## src/hdl/ccar_pkg.sv

```systemverilog
// Shared types and constants of the character class automaton runner.
`default_nettype none

package ccar_pkg;

  localparam int NUM_STATES      = 16;
  localparam int EDGES_PER_STATE = 4;
  localparam int SET_SIZE        = 4;
  localparam int CHAR_WIDTH      = 16;
  localparam int LISTED          = 4;

  localparam int STATE_W = 4;
  localparam int SLOT_W  = 2;
  localparam int MODE_W  = 2;
  localparam int COUNT_W = 3;
  localparam int LEN_W   = 16;

  typedef enum logic [2:0] {
    KIND_EDGE  = 3'd0,
    KIND_FINAL = 3'd1,
    KIND_START = 3'd2,
    KIND_CHAR  = 3'd3,
    KIND_END   = 3'd4
  } kind_t;

  typedef enum logic [MODE_W-1:0] {
    MODE_SET   = 2'd0,
    MODE_RANGE = 2'd1,
    MODE_ANY   = 2'd2,
    MODE_ANY_B = 2'd3
  } mode_t;

  typedef struct packed {
    logic [2:0]         kind;
    logic [STATE_W-1:0] state_index;
    logic [SLOT_W-1:0]  edge_slot;
    logic [STATE_W-1:0] target_state;
    logic [MODE_W-1:0]  match_mode;
    logic [COUNT_W-1:0] set_count;
    logic               flag;
    logic [15:0]        char_a;
    logic [15:0]        char_b;
    logic [15:0]        char_c;
    logic [15:0]        char_d;
    logic [15:0]        symbol;
  } in_item_t;

  typedef struct packed {
    logic             accepted;
    logic [LEN_W-1:0] length;
  } out_item_t;

  // One edge slot as held in the edge memory; the valid bit lives in flops.
  typedef struct packed {
    logic [STATE_W-1:0]                      target;
    logic [MODE_W-1:0]                       mode;
    logic [COUNT_W-1:0]                      count;
    logic [LISTED-1:0][CHAR_WIDTH-1:0]       chars;
  } slot_t;

  typedef slot_t [EDGES_PER_STATE-1:0] row_t;

  typedef struct packed {
    logic               hit;
    logic [STATE_W-1:0] target;
  } match_t;

endpackage

`default_nettype wire

```

## src/hdl/ccar_in_if.sv

```systemverilog
// Input item channel of the automaton runner.
`default_nettype none

interface ccar_in_if;
  logic               valid;
  logic               ready;
  ccar_pkg::in_item_t data;

  modport source (output valid, output data, input ready);
  modport sink (input valid, input data, output ready);
endinterface

`default_nettype wire

```

## src/hdl/ccar_out_if.sv

```systemverilog
// Result channel of the automaton runner.
`default_nettype none

interface ccar_out_if;
  logic                valid;
  logic                ready;
  ccar_pkg::out_item_t data;

  modport source (output valid, output data, input ready);
  modport sink (input valid, input data, output ready);
endinterface

`default_nettype wire

```

## src/hdl/ccar_match.sv

```systemverilog
// Edge row evaluator: tests all slots of a state and picks the first hit.
`default_nettype none

module ccar_match (
  input  ccar_pkg::row_t                          row,
  input  logic [ccar_pkg::EDGES_PER_STATE-1:0]    row_valid,
  input  logic [ccar_pkg::CHAR_WIDTH-1:0]         symbol,
  output ccar_pkg::match_t                        result
);
  import ccar_pkg::*;

  function automatic logic slot_hit(slot_t s, logic [CHAR_WIDTH-1:0] ch);
    logic any_eq;
    any_eq = 1'b0;
    for (int i = 0; i < LISTED; i++) begin
      if (i < SET_SIZE && int'(s.count) > i && s.chars[i] == ch) begin
        any_eq = 1'b1;
      end
    end
    case (s.mode)
      MODE_SET:   slot_hit = any_eq;
      MODE_RANGE: slot_hit = (ch >= s.chars[0]) && (ch <= s.chars[1]);
      default:    slot_hit = 1'b1;
    endcase
  endfunction

  logic [EDGES_PER_STATE-1:0] hits;

  always_comb begin
    for (int i = 0; i < EDGES_PER_STATE; i++) begin
      hits[i] = row_valid[i] && slot_hit(row[i], symbol);
    end
  end

  // Lowest slot wins.
  always_comb begin
    result = '0;
    for (int i = EDGES_PER_STATE - 1; i >= 0; i--) begin
      if (hits[i]) begin
        result.hit    = 1'b1;
        result.target = row[i].target;
      end
    end
  end

endmodule

`default_nettype wire

```

## src/hdl/char_class_automaton_runner.sv

```systemverilog
// Top level: automaton table in a row memory, run state and result register.
// A character item is handled as an edge memory read of the current state's
// row, then the slot compare and state update in ST_EVAL. Other items need only ST_IDLE.
// An end item's result is valid in the cycle after its transfer and waits in
// a register; other items are still taken while it waits, and only a further
// end item is held off until the waiting result transfers.
// Synchronous reset clears edge valid bits, final flags, run state and the
// result register at once; the edge character memory is not cleared.
`default_nettype none

module char_class_automaton_runner (
  input  logic       clk,
  input  logic       rst,
  ccar_in_if.sink    items,
  ccar_out_if.source results
);
  import ccar_pkg::*;

  typedef enum logic {ST_IDLE, ST_EVAL} state_t;

  state_t state;

  // Edge storage: one row per state, one slot per edge. The slot contents sit
  // in a synchronous memory; the valid bits are flops so that reset empties the
  // table.
  row_t                                        edge_mem [NUM_STATES];
  logic [NUM_STATES-1:0][EDGES_PER_STATE-1:0]  edge_valid;
  logic [NUM_STATES-1:0]                       final_flags;

  // Run state.
  logic [STATE_W-1:0] current_state;
  logic               run_dead;
  logic [LEN_W-1:0]   char_count;

  // Registered row read and the character that goes with it.
  row_t                       row_q;
  logic [EDGES_PER_STATE-1:0] row_valid_q;
  logic [CHAR_WIDTH-1:0]      symbol_q;

  logic      out_valid;
  out_item_t out_data;

  match_t    match;
  logic      in_xfer;
  slot_t     slot_wr;

  // Items are taken only when no character is in evaluation. An end item also
  // needs the result register to be free or emptying, so its result can always
  // land; every other kind passes a waiting result.
  assign items.ready   = (state == ST_IDLE) &&
                         (!out_valid || results.ready || items.data.kind != KIND_END);
  assign in_xfer       = items.valid && items.ready;
  assign results.valid = out_valid;
  assign results.data  = out_data;

  always_comb begin
    slot_wr.target = items.data.target_state;
    slot_wr.mode   = items.data.match_mode;
    slot_wr.count  = items.data.set_count;
    slot_wr.chars  = {items.data.char_d[CHAR_WIDTH-1:0], items.data.char_c[CHAR_WIDTH-1:0],
                      items.data.char_b[CHAR_WIDTH-1:0], items.data.char_a[CHAR_WIDTH-1:0]};
  end

  // Edge memory: one slot written per edge transfer, one row read per
  // character transfer. A write and a read never share a cycle, and a read
  // always comes after the write it depends on.
  always_ff @(posedge clk) begin
    if (in_xfer && items.data.kind == KIND_EDGE) begin
      edge_mem[items.data.state_index][items.data.edge_slot] <= slot_wr;
    end
    if (in_xfer && items.data.kind == KIND_CHAR) begin
      row_q       <= edge_mem[current_state];
      row_valid_q <= edge_valid[current_state];
      symbol_q    <= items.data.symbol[CHAR_WIDTH-1:0];
    end
  end

  // Valid bits and final flags.
  always_ff @(posedge clk) begin
    if (rst) begin
      edge_valid  <= '0;
      final_flags <= '0;
    end else if (in_xfer) begin
      if (items.data.kind == KIND_EDGE) begin
        edge_valid[items.data.state_index][items.data.edge_slot] <= items.data.flag;
      end
      if (items.data.kind == KIND_FINAL) begin
        final_flags[items.data.state_index] <= items.data.flag;
      end
    end
  end

  ccar_match u_match (
    .row       (row_q),
    .row_valid (row_valid_q),
    .symbol    (symbol_q),
    .result    (match)
  );

  // Control: run state, sequencing of character items and the result register.
  always_ff @(posedge clk) begin
    if (rst) begin
      state         <= ST_IDLE;
      current_state <= '0;
      run_dead      <= 1'b0;
      char_count    <= '0;
      out_valid     <= 1'b0;
    end else begin
      // A result that leaves in the same cycle as a new end transfer is
      // replaced by the new one below, so the register stays full.
      if (results.valid && results.ready && !(in_xfer && items.data.kind == KIND_END)) begin
        out_valid <= 1'b0;
      end
      case (state)
        ST_IDLE: begin
          if (in_xfer) begin
            case (items.data.kind)
              KIND_START: begin
                current_state <= items.data.state_index;
                run_dead      <= 1'b0;
                char_count    <= '0;
              end
              KIND_CHAR: begin
                state <= ST_EVAL;
              end
              KIND_END: begin
                out_valid         <= 1'b1;
                out_data.accepted <= !run_dead && final_flags[current_state];
                out_data.length   <= char_count;
              end
              default: ;
            endcase
          end
        end
        ST_EVAL: begin
          // A dead run ignores characters; otherwise take the first hit or die.
          if (!run_dead) begin
            if (match.hit) begin
              current_state <= match.target;
              if (char_count != {LEN_W{1'b1}}) begin
                char_count <= char_count + 1'b1;
              end
            end else begin
              run_dead <= 1'b1;
            end
          end
          state <= ST_IDLE;
        end
        default: state <= ST_IDLE;
      endcase
    end
  end

endmodule

`default_nettype wire

```

## src/flat_wrapper.sv

```systemverilog
// flat-port wrapper written by rule: the top's interface ports become plain ports
module char_class_automaton_runner_flat import ccar_pkg::*;
  (clk, rst, items_valid, items_data, items_ready, results_valid, results_data, results_ready);
  ccar_in_if items_i ();
  ccar_out_if results_i ();
  input  logic clk;
  input  logic rst;
  input wire logic [$bits(items_i.valid)-1:0] items_valid;
  input wire logic [$bits(items_i.data)-1:0] items_data;
  output wire logic [$bits(items_i.ready)-1:0] items_ready;
  output wire logic [$bits(results_i.valid)-1:0] results_valid;
  output wire logic [$bits(results_i.data)-1:0] results_data;
  input wire logic [$bits(results_i.ready)-1:0] results_ready;
  assign items_i.valid = items_valid;
  assign items_i.data = items_data;
  assign items_ready = items_i.ready;
  assign results_valid = results_i.valid;
  assign results_data = results_i.data;
  assign results_i.ready = results_ready;
  char_class_automaton_runner u_core (.clk(clk), .rst(rst), .items(items_i), .results(results_i));
endmodule
```

## config.mk

```make
export PLATFORM = sky130hd
export DESIGN_NAME = char_class_automaton_runner_flat
export DESIGN_NICKNAME = d
export VERILOG_FILES = /design/src/hdl/ccar_pkg.sv /design/src/hdl/ccar_in_if.sv /design/src/hdl/ccar_out_if.sv /design/src/hdl/ccar_match.sv /design/src/hdl/char_class_automaton_runner.sv /design/src/flat_wrapper.sv
export SDC_FILE = /design/constraint.sdc
export NUM_CORES = 2
export LEC_CHECK = 0
export ABC_CLOCK_PERIOD_IN_PS = 12500
export BUFFER_PORTS_ARGS = -buffer_cell sky130_fd_sc_hd__buf_2
export CAP_MARGIN = 30
export CORE_MARGIN = 2
export CORE_UTILIZATION = 40
export DETAILED_ROUTE_END_ITERATION = 10
export SLEW_MARGIN = 15
export SYNTH_ARGS = -nofsm -noshare
export SYNTH_HDL_FRONTEND = slang
export SYNTH_HIERARCHICAL = 1
export SYNTH_MEMORY_MAX_BITS = 65536
export SYNTH_SLANG_ARGS = --single-unit
export TNS_END_PERCENT = 1
```

## constraint.sdc

```tcl
create_clock -name clk -period 12.5 [get_ports clk]
set_clock_uncertainty 0.15 [all_clocks]
set_input_delay 1.25 -clock clk [delete_from_list [all_inputs] [get_ports clk]]
set_output_delay 1.25 -clock clk [all_outputs]
set_load 0.03 [all_outputs]
```

; Word-level counts from Yosys, hierarchy flattened
; Memories as Yosys holds them, arrays and structs flattened. A register that Yosys moved wholly into a read port is not among the register bits.
; Cells that the tools add are included.
[op_classes]
n_addsub = 1
multipliers = 0
n_div = 0
order_cmp = 29
n_eq_ne = 31
n_shift = 0
mux = 63
bitwise_logic = 2
n_reduce_logical = 50
[ops]
columns = cell, count
row1 = $mux W292, 1
row2 = $eq A16 B16 Y1, 16
row3 = $demux W73 S2, 1
row4 = $mux W16, 5
row5 = $mux W73, 1
row6 = $bwmux W64, 1
row7 = $ge A16 B16 Y1, 4
row8 = $le A16 B16 Y1, 4
row9 = $logic_and A1 B1 Y1, 34
row10 = $pmux W16 S2, 1
row11 = $mux W1, 30
row12 = $gt A3 B1 Y1 const B, 8
row13 = $gt A3 B2 Y1 const B, 8
row14 = $mux W4, 6
row15 = $mux W5, 4
row16 = $add A16 B1 Y16 const B, 1
row17 = $bmux W4 S4, 1
row18 = $bwmux W16, 1
row19 = $demux W4 S4, 1
row20 = $ne A16 B16 Y1 const B, 1
row21 = $pmux W1 S2, 6
row22 = $lt A4 B5 Y1 const B, 2
row23 = $eq A2 B1 Y1 const B, 4
row24 = $logic_not A2 Y1, 4
row25 = other kinds (20), 31
[totals]
regBits = 140
latchBits = 0
mem_bits_rw = 4672
rom_bits = 0
in_bits = 103
out_inout_bits = 19
word_cells = 203
n_memories = 1
[mem_list]
columns = memory, words, width, read_ports, rd_ports_with_merged_regs, write_ports, line
row1 = u_core.edge_mem, 16, 292, 1, 1, 1, char_class_automaton_runner.sv:26  ; row_t edge_mem [NUM_STATES];

; Depth between registers and ports, before layout
[depth]
word_depth = 15
ltp_mapped = 18
depth_no_buf = 14

; Modules after synthesis
; The synthesis kept the hierarchy.
[modules_own_cells]
columns = module, n_inst, cells_per_inst, area_each_um2, seq_area_each_um2
row1 = char_class_automaton_runner, 1, 7689, 190737.9, 152236.0
row2 = ccar_match, 1, 687, 5163.7, 0.0

; Least setup slack after synthesis
; No wires, ideal clock.
[synth_timing]
path_type = input -> register
startpoint = in items_data[98]
endpoint = reg u_core/row_q[0] (netlist name)
setup_ns = 0.717
t_arrival_ns = 9.027
t_required_ns = 11.633
setup_slack_ns = 2.605
path_stages = 3
n_path_buf = 1
path_cell_list = nor3b_2 clkbuf_1 and3_1
[synth_between]
elab_chain_cells = 5
word_cells_on_any_way = 6
classes_between = 2 x eq/ne / 4 x reduce/logical
[synth_rtl]
columns = element, line
row1 = "start, declared", flat_wrapper.sv:9  ; input wire logic [$bits(items_i.data)-1:0] items_data;
row2 = $ne A3 B3 Y1, char_class_automaton_runner.sv:51  ; (!out_valid || results.ready || items.data.kind != KIND_END);
row3 = $logic_or A1 B1 Y1, char_class_automaton_runner.sv:51
row4 = $logic_and A1 B1 Y1, char_class_automaton_runner.sv:50  ; assign items.ready = (state == ST_IDLE) &&
row5 = $logic_and A1 B1 Y1, char_class_automaton_runner.sv:52  ; assign in_xfer = items.valid && items.ready;
row6 = $logic_and A1 B1 Y1 *, char_class_automaton_runner.sv:71  ; if (in_xfer && items.data.kind == KIND_CHAR) begin
; Every way passes the cells marked *; elsewhere a longest branch is shown, timed or not.
; A chain may end at the register's enable or synchronous reset.

==> summary.txt <==
Outcome
  – Status: finished clean

Power
  – Internal power: 27900 uW
  – Reg power frac: 0.534
  – Pwr/cell area: 158 nW/um^2
  – Worst VDD drop: 0.163 mV
  – Logic pwr share: 0.040
  – LEAKAGE: 0.0673 uW
  – Sw Pwr: 7470 uW
  – Clock power share: 0.426
  – Sw Ratio: 0.211

Yosys
  – Cells after synthesis: 8376
  – Leading cell type by number of instances after synthesis: edfxtp_1
  – Yosys top cell by area: edfxtp_1
  – Synthesized cell area: 196000 sq um
  – EDFF count, synth: 5001
  – Post-synthesis sequential area ratio: 0.777
  – Synth Register Bits: 5104
  – Syn Nets: 8608
  – Synthesis warning total: 6
  – Ys async rst share: 0
  – Predominant post-synthesis flop cell: edfxtp_1
  – Top cell type's share of synthesized area: 0.767
  – Commonest cells post-synth: 5001 x edfxtp_1, 1407 x mux4_2, 258 x clkbuf_1
  – Cell variety after synth: 72
  – Syn_area_per_cell: 23.4 sq um
  – Main area contributors after synthesis: edfxtp_1 77%, mux4_2 16%, dfxtp_1 1.1%

Timing
  – RSZ-0062 raised after global routing: no
  – Min Hold Slack: 324 ps
  – Slew at the pin closest to its max-slew limit: 1150 ps
  – # setup viols final: 0
  – Final worst path period need: 5110 ps
  – Tcrit/Tclk final: 0.409
  – Final-report hold violation count: 0
  – Final TNS setup: 0 ps
  – Max_slew headroom: 0.231
  – Max-slew violation count: 0
  – Fmax: 0.196 GHz

Setup path
  – Critical Path RT: 13340 ps
  – Crit path from: u_core/symbol_q[14]
  – CP arrival: 5950 ps
  – CP endpoint: u_core/char_count[12]
  – Crit start category: flip-flop
  – Crit-path cells: buf_4, ha_1, nand4_1, nor4_2, a211oi_1, o22ai_1, o211ai_2, nand2_1, and3b_1, a21oi_1, buf_4, or4_1, a21oi_1
  – Crit path buf inv count: 2
  – Worst Path Max Fanout: 24
  – R2R setup slack: 7390 ps
  – Crit-path max cell delay: 830 ps
  – CP Depth: 13
  – CP endpoint kind: flip-flop
  – Family with the most delay on the worst path: simple AND/OR/NAND/NOR gates
  – Setup CP Type: flip-flop to flip-flop
  – Slowest cell on the critical path: nor4_2
  – RR Startpoint: u_core/symbol_q[14]
  – RR Endpoint: u_core/char_count[12]
  – Reg2reg path depth: 13

GRT
  – Global-route wire length before repair: 757000 microns
  – Largest net degree at the start of global routing: 131
  – Vias in the first global route: 93900
  – Antenna violations before repair: 68
  – GRT Util Overall: 0.216
  – Gr ovfl total: 0

CTS
  – Gates resized, CTS repair: 0
  – Clock root cell: clkbuf_16
  – Clock slew at reported path FFs: 60 ps
  – Worst skew pair latency: 1070 ps
  – Sinks on Clock Net: 5104
  – CTS tree: done
  – Setup bufs post-CTS: 0
  – Hold buffers post-CTS: 0
  – Inserted Clock Buffers: 529
  – Clock buffer depth: 4
  – H-tree depth: 6

Floorplanning
  – Die Ht: 704 microns
  – Initial core utilization: 0.401
  – Io pins: 122
  – Die Wd: 704 microns
  – Die area: 495000 sq um
  – Core area: 489000 sq um
  – Rows: 257

Routing
  – Iter 0 DRT Violations: 12800
  – DR vias/cell: 5.93
  – Final WL: 546000 microns
  – Vias post-DR: 93700
  – DR pass1 iterations: 5
  – Detail Route Antenna Nets: 0
  – Avg WL per Cell: 34.5 microns
  – DRC violations left: 0

Placement
  – GP Congestion: 0.859
  – Final HPWL DP: 316000 microns
  – Port Buf Inserts: 121

Job
  – Max Cap Viol: 0

Worst hold path
  – Worst hold-check path type: input port to flip-flop

Cells and area
  – Layout Nets: 9154
  – P&R area growth vs syn: 13.9%
  – Layout fillers: 40100
  – Share of layout cells above drive strength 1: 0.287
## cells by family after synthesis
kind of cell,synth area share
XOR/XNOR,0.00576
buffers and inverters,0.0125
AND/OR/NAND/NOR,0.0156
multiplexers,0.169
adder cells (fa/ha/maj),0.00824
AO/OA/AOI/OAI,0.0122
flip-flops,0.777
## power by group through the flow
stage / sequential, uW / clock (uW) / combinational, uW
2_1_floorplan: 19200 / 0 / 763
3_3_place_gp: 19200 / 0 / 1350
3_5_place_dp: 19200 / 0 / 1410
4_1_cts: 18900 / 15300 / 1410
5_1_grt: 18900 / 15900 / 1480
6_report: 18900 / 15100 / 1400
## per-stage QoR
step / utilization / total power, uW / std cells / setup slack, ps / area, sq um
after floorplan: - / 20000 / 8376 / 2610 / 196000
after global placement: 0.420 / 20600 / 14800 / 6530 / 206000
after detailed placement: 0.422 / 20600 / 14900 / 7030 / 206000
after CTS: 0.456 / 35600 / 15800 / 7440 / 223000
after global routing: 0.456 / 36300 / 15800 / 7340 / 223000
final: 0.456 / 35300 / 15800 / 7390 / 223000
## worst reg2reg max path, cell delays in order (launching register included)
cell      delay [ps]
edfxtp_1         370
buf_4            300
ha_1             380
nand4_1          320
nor4_2           830
a211oi_1         200
o22ai_1          650
o211ai_2         310
nand2_1          190
and3b_1          280
a21oi_1           80
buf_4            250
or4_1            540
a21oi_1          170
## sequential cells by signal, summed over array words and instances, names as in the netlist
name and flops:
u_core/edge_mem 4672, u_core/row_q 292, u_core/edge_valid 64, u_core/results.data 17, u_core/char_count 16, u_core/final_flags 16, u_core/symbol_q 16, u_core/current_state 4
u_core/row_valid_q 4, u_core/results.valid 1, u_core/run_dead 1, u_core/state 1
## placed cells by master, fill, tap and decap left out, types with 53 or more instances in the layout
master / instances
mux4_2: 1407
clkinv_2: 72
nor2_4: 64
nand4_1: 68
ha_1: 129
xor2_1: 61
xnor2_1: 66
a21oi_1: 172
a211oi_1: 90
inv_1: 130
buf_12: 53
nor2b_1: 85
clkbuf_1: 103
buf_2: 119
nand2_1: 54
edfxtp_1: 5001
dfxtp_1: 99
buf_4: 259
clkbuf_16: 538
clkinv_1: 113
mux2i_1: 135
## final cells by class
class,count,area [sq um],area share
Multi-Input combinational cell,2708,41800,0.187
Inverter,130,488,0.00219
Sequential cell,5104,152000,0.683
Tap cell,6475,8100,0.0363
Clock inverter,280,2420,0.0108
Antenna cell,21,52.6,0.000236
Timing Repair Buffer,449,4080,0.0183
Clock buffer,644,13900,0.0623
## how the worst min path moves through the flow
stage	endpoint	startpoint	cells after the start	slack, ps
finish	u_core/results.valid	results_ready	4	320
global route	u_core/symbol_q[9]	items_data[9]	1	280
CTS	u_core/results.valid	results_ready	4	240
detailed placement	u_core/edge_valid[44]	u_core/edge_valid[44]	2	320
global placement	u_core/edge_valid[31]	u_core/edge_valid[31]	2	310
floorplan	u_core/results.data[14]	u_core/char_count[14]	0	290
## per-layer routing
layer,GRT usage,share of wire,up-vias
li1,-,-,36800
met1,0.304,0.40,51500
met2,0.351,0.48,4536
met3,0.0364,0.085,831
met4,0.0617,0.031,42
met5,0,0.00055,-
No activity file was read; power rests on OpenSTA's default activity.
